[config.mk]
export PLATFORM = sky130hd
export DESIGN_NAME = idct_cell
export DESIGN_NICKNAME = d
export VERILOG_FILES = /design/src/rtl/idct_pkg.sv /design/src/rtl/idct_cell.sv
export SDC_FILE = /design/constraint.sdc
export NUM_CORES = 2
export LEC_CHECK = 0
export ABC_AREA = 1
export BUFFER_PORTS_ARGS = -buffer_cell sky130_fd_sc_hd__buf_2
export CAP_MARGIN = 40
export CORE_AREA = 3 3 237 239
export DETAILED_ROUTE_END_ITERATION = 10
export DIE_AREA = 0 0 240 242
export PLACE_DENSITY_LB_ADDON = 0.08
export SLEW_MARGIN = 20
export SYNTH_ARGS = -nofsm -noshare
export SYNTH_HDL_FRONTEND = slang
export SYNTH_SLANG_ARGS = --single-unit
[constraint.sdc]
create_clock -name clk -period 21.5 [get_ports clk]
set_clock_uncertainty 0.2 [all_clocks]
set_input_delay 1.075 -clock clk [delete_from_list [all_inputs] [get_ports clk]]
set_output_delay 1.075 -clock clk [all_outputs]
set_load 0.05 [all_outputs]
[src/rtl/idct_pkg.sv]
// ----------------------------------------------------------------------------
// idct_pkg
// Shared constants and helpers for the 8x8 inverse DCT.
// ----------------------------------------------------------------------------
package idct_pkg;

  localparam int COEF_WIDTH = 12;
  localparam int N = 8;
  localparam int ROW_WIDTH = 32;
  localparam int ACC_WIDTH = 64;
  localparam int WEIGHT_WIDTH = 16;

  typedef enum logic [1:0] {
    ST_LOAD,
    ST_ROW,
    ST_COL
  } state_t;

  function automatic logic signed [WEIGHT_WIDTH-1:0] cos_half(input logic [3:0] k);
    logic signed [WEIGHT_WIDTH-1:0] w;
    case (k)
      4'd0: w = 16'sd8192;
      4'd1: w = 16'sd8035;
      4'd2: w = 16'sd7568;
      4'd3: w = 16'sd6811;
      4'd4: w = 16'sd5793;
      4'd5: w = 16'sd4551;
      4'd6: w = 16'sd3135;
      4'd7: w = 16'sd1598;
      default: w = 16'sd0;
    endcase
    return w;
  endfunction

  // W(x,u) in Q2.13
  function automatic logic signed [WEIGHT_WIDTH-1:0] weight(input logic [2:0] x,
                                                          input logic [2:0] u);
    logic [4:0] k;
    logic [7:0] p;
    logic signed [WEIGHT_WIDTH-1:0] w;
    p = ({4'd0, x, 1'b1} * {5'd0, u});
    k = p[4:0];
    if (k > 5'd16) k = 5'd0 - k;
    if (u == 3'd0) w = 16'sd5793;
    else if (k > 5'd8) w = -cos_half(4'(5'd16 - k));
    else w = cos_half(k[3:0]);
    return w;
  endfunction

endpackage

[src/rtl/idct_cell.sv]
// ----------------------------------------------------------------------------
// idct_cell
// One multiply-accumulate cell: owns one intermediate row (first pass) or one
// output column (second pass) and passes its operand to the next cell.
// ----------------------------------------------------------------------------
module idct_cell (
  input  logic                                     clk,
  input  logic                                     clr,
  input  logic                                     en,
  input  logic signed [idct_pkg::ROW_WIDTH-1:0]    operand_in,
  input  logic signed [idct_pkg::WEIGHT_WIDTH-1:0] weight,
  output logic signed [idct_pkg::ROW_WIDTH-1:0]    operand_out,
  output logic signed [idct_pkg::ACC_WIDTH-1:0]    acc
);

  logic signed [idct_pkg::ROW_WIDTH+idct_pkg::WEIGHT_WIDTH-1:0] product;

  assign product = operand_in * weight;

  always_ff @(posedge clk) begin
    if (en) begin
      operand_out <= operand_in;
      if (clr) acc <= idct_pkg::ACC_WIDTH'(product);
      else acc <= acc + idct_pkg::ACC_WIDTH'(product);
    end
  end

endmodule

* After elaboration in Yosys (flattened, before gate mapping) *
Index checks and enable logic that the tools add are counted.

storage, ports and cells
  flip-flop bits (word level) = 96
  bits of input ports = 51
  output and inout port bits = 96
  word-level logic and storage cells = 5

operators by class
  add/sub/neg operators = 1
  $mul = 1
  muxes and demuxes = 1

operator list
  cell              count
  $add A64 B48 Y64  1
  $mux W64          1
  $mul A32 B16 Y48  1

* Depth between registers and ports, before layout *
  word-level depth = 3
  depth in mapped cells = 43

* Worst setup path after synthesis *
No wires, ideal clock.

  path kind = input to register
  start = input port operand_in[31] (netlist name)
  end = register acc[50] (netlist name), data pin
  setup time = 0.254 ns
  data arrival time = 7.520 ns
  data required time = 21.046 ns
  slack = 13.526 ns
  stages on the path = 35
  cell sequence = clkbuf_1 nand2_1 fa_1 inv_1 fa_1 fa_1 inv_1 fa_1 fa_1 fa_1 inv_1 ha_1 inv_1 nor3_2 nand2_1 nor2_1 inv_1 nor2_1 nand2_1 nand3_1 nand2_1 nand2_2 inv_2 ha_1 nand2_1 nor2_1 inv_1 nor3_1 nand2_1 nor3_1 nand2_1 nand3_1 nand2_1 nand3_1 nand2_1

between the ends
  word-level cells in the longest chain between the ends = 3

RTL lines
  item                  RTL line         text
  from (decl)           idct_cell.sv:10  input logic signed [idct_pkg::ROW_WIDTH-1:0] operand_in,
  $mul A32 B16 Y48 *    idct_cell.sv:18  assign product = operand_in * weight;
  $add A64 B48 Y64      idct_cell.sv:24  else acc <= acc + idct_pkg::ACC_WIDTH'(product);
  $mux W64 *            idct_cell.sv:23  if (clr) acc <= idct_pkg::ACC_WIDTH'(product);
  to (signal assigned)  idct_cell.sv:23
  to (signal assigned)  idct_cell.sv:24
  to (decl)             idct_cell.sv:13  output logic signed [idct_pkg::ACC_WIDTH-1:0] acc

Every way passes the cells marked *; elsewhere a longest branch is shown, timed or not.
A chain may end at the register's enable or synchronous reset.

* Final worst setup path *
  start = input port weight[1] (netlist name)
  end = register acc[58] (netlist name), data pin

between the ends
  word-level cells in the longest chain between the ends = 3

RTL lines
  item                RTL line         text
  from (decl)         idct_cell.sv:11  input logic signed [idct_pkg::WEIGHT_WIDTH-1:0] weight,
  $mul A32 B16 Y48 *  idct_cell.sv:18
  $add A64 B48 Y64    idct_cell.sv:24
  $mux W64 *          idct_cell.sv:23

Marked as above.

==> reports/qor.yml <==
synth:
  ys_top_cells_by_area: "fa_1 35%, nand2_1 16%, inv_1 14%"
  synthAdderAreaFrac_pct: 42.8
  synthSimpleGateAreaFrac_pct: 24.9
  synth_compound_area_share_pct: 5.38
  synth_nets: 4676
  synth.mux.area_fraction_pct: 0
  synth_top_family_by_area: "adder cells"
  synthArstFlopShare_pct: 0
  yosys.area.top_type: "fa_1"
  yosysSeqAreaShare_pct: 10.3
  synthCells: 3955
  ys.flop_type: "edfxtp_1"
  yosys.area.top_type_share_pct: 34.7
  ys_top_cells_by_count: "1195 x nand2_1, 1042 x inv_1, 487 x fa_1"
  synth-edff-count: 96
  yosysMostFrequentCell: "nand2_1"
  syn_area_sq_um: 28100
  synth_xor_area_share_pct: 0.966
  ys_types: 42
  ys_warn_count: 0
  avgSynthCellArea_sq_um: 7.11
  ys_ff_latch: 96
clocking:
  cts_tree: "yes"
  numCtsBuffers: 9
  htree_levels: 3
  ctsRootBufferMaster: "clkbuf_16"
  clk_pin_slew_ns: 0.10
  worstSkewPairLatency_ns: 0.42
  hold_buffers: 0
  cts_sinks: 96
  cts_resized: 0
  cts_setup_buffers: 0
  clockBufferDepth: 2
timing:
  final-max-slew-violation-count: 0
  finalCritPeriodShare_pct: 43.1
  finalSetupViolations: 0
  max_clock_freq_ghz: 0.108
  relSlewSlack_pct: 41.5
  tns_ns: 0
  grt_setup_unrepaired: "false"
  hold_violations: 0
  timing.hold.ws_ns: 0.515
  tightest_slew_ns: 0.868
  fin_crit_ns: 9.27
critical_path:
  critPathMaxFanout: 32
  cp_slowest_cell: "fa_1"
  worstSetupPathType: "in2reg"
  critical_path_required_ns: 21.48
  arrival_ns: 9.25
  cp-startpoint: "weight[1]"
  r2r-start: "acc[2]$_DFFE_PP_"
  reg2reg_slack_ns: 18.34
  cpMostUsedCell: "nand2_1"
  critPathLaunchType: "input port"
  cp-endpoint: "acc[58]$_DFFE_PP_"
  crit_path_end_kind: "register"
  reg2regPathDepth: 14
  cpPeakStageDelay_ns: 0.88
  rr_endpoint: "acc[61]$_DFFE_PP_"
global_route:
  grt_antenna_before_repair: 2
  grt.busiest_layer: "met2"
  grt_use_total_pct: 30.1
  grt_util_met2_pct: 49.8
  grt_max_degree: 52
  grt_remaining_overflow: 0
  grt_util_met1_pct: 43.1
  grt_pass1_vias: 24200
  grt.met3_usage_pct: 3.04
  grt_first_pass_wirelength_microns: 135000
status:
  status: "complete, no violations"
routing:
  dr_total_vias: 24400
  wl_microns: 84700
  drcViolationCount: 0
  first_pass_iters: 6
  via_per_inst: 5.18
  ant_nets: 0
  routedWlPerCell_microns: 18.0
  drtIter0Drc: 1941
final_layout:
  seq_area_sq_um: 2880
  multi_input_area_sq_um: 20800
  area_delta_synth_final_pct: 5.37
  layout-drive-gt1-share_pct: 5.52
  fill_cells: 5417
  nNetsFinal: 4722
placement:
  dp_hpwl_microns: 70500
  place.gp.congestion: 1.00
  portBuffers: 146
floorplanning:
  core-area_sq_um: 54000
  die_w_microns: 240
  rows: 85
  die-area_sq_um: 58100
  fp.dieH_microns: 242
  initial_core_util_pct: 52.0
  io_pins: 147
flow_run:
  cap_violations: 0
min_path:
  hp-class: "reg2reg"
==> placed cells by master, fill, tap and decap left out, types with 31 or more instances in the layout <==
| cell | count |
|---|---|
| nand2_1 | 1195 |
| buf_2 | 146 |
| ha_1 | 183 |
| nor2_1 | 221 |
| a21oi_1 | 140 |
| edfxtp_1 | 96 |
| o21ai_0 | 86 |
| inv_1 | 1042 |
| nand3_1 | 157 |
| o21bai_1 | 31 |
| nand4_1 | 37 |
| fa_1 | 487 |
==> worst min-delay path by stage <==
stage,startpoint,end,slack [ns],depth (start not counted)
global route,acc[0]$_DFFE_PP_,acc[0]$_DFFE_PP_,0.58,3
global placement,acc[0]$_DFFE_PP_,acc[0]$_DFFE_PP_,0.48,3
floorplan,acc[63]$_DFFE_PP_,acc[63]$_DFFE_PP_,0.80,3
finish,acc[0]$_DFFE_PP_,acc[0]$_DFFE_PP_,0.52,3
CTS,acc[0]$_DFFE_PP_,acc[0]$_DFFE_PP_,0.53,3
detailed placement,acc[0]$_DFFE_PP_,acc[0]$_DFFE_PP_,0.50,3
==> area by class of cell <==
type / count / share of cell area [%]
clock inverter: 7 / 0.275
timing repair buffer: 154 / 2.67
sequential: 96 / 9.73
inverter: 1049 / 13.3
clock buffer: 9 / 0.760
tap: 696 / 2.94
multi-input combinational: 2691 / 70.3
antenna: 1 / 0.00845
==> through the flow <==
step           setup slack, ns  cells  util [%]  area, sq um
2_1_floorplan            13.53   3955         -        28100
6_report                 12.23   4703      54.8        29600
3_5_place_dp             11.85   4686      54.3        29300
3_3_place_gp             11.90   4685      54.2        29300
5_1_grt                  11.71   4702      54.8        29600
4_1_cts                  12.29   4702      54.8        29600
==> sequential cells by signal, indices dropped and copies added, names as in the netlist <==
signal	flops
acc	64
operand_out	32
==> cells by family after synthesis <==
logic type,after synthesis
and+or+nand+nor,1714
buffers and inverters,1168
adders and majority gates,670
AOI/OAI and AO/OA,276
DFF,96
xor gates and xnor gates,31
==> per-layer routing <==
layer / routed length [microns] / vias to the layer above
li1: - / 11700
met1: 38100 / 11800
met2: 39600 / 756
met3: 5370 / 71
met4: 1620 / 0
met5: 0 / -
==> worst max-delay path, delay by kind of cell <==
| family | cells | cell delay [ns] |
|---|---|---|
| buffers and inverters | 8 | 1.37 |
| adders and majority gates | 8 | 4.18 |
| and+or+nand+nor | 19 | 2.60 |
Power is left out: the tool's default activity adds up to more than one toggle a clock period on the data nets, which glitch-free logic cannot reach.
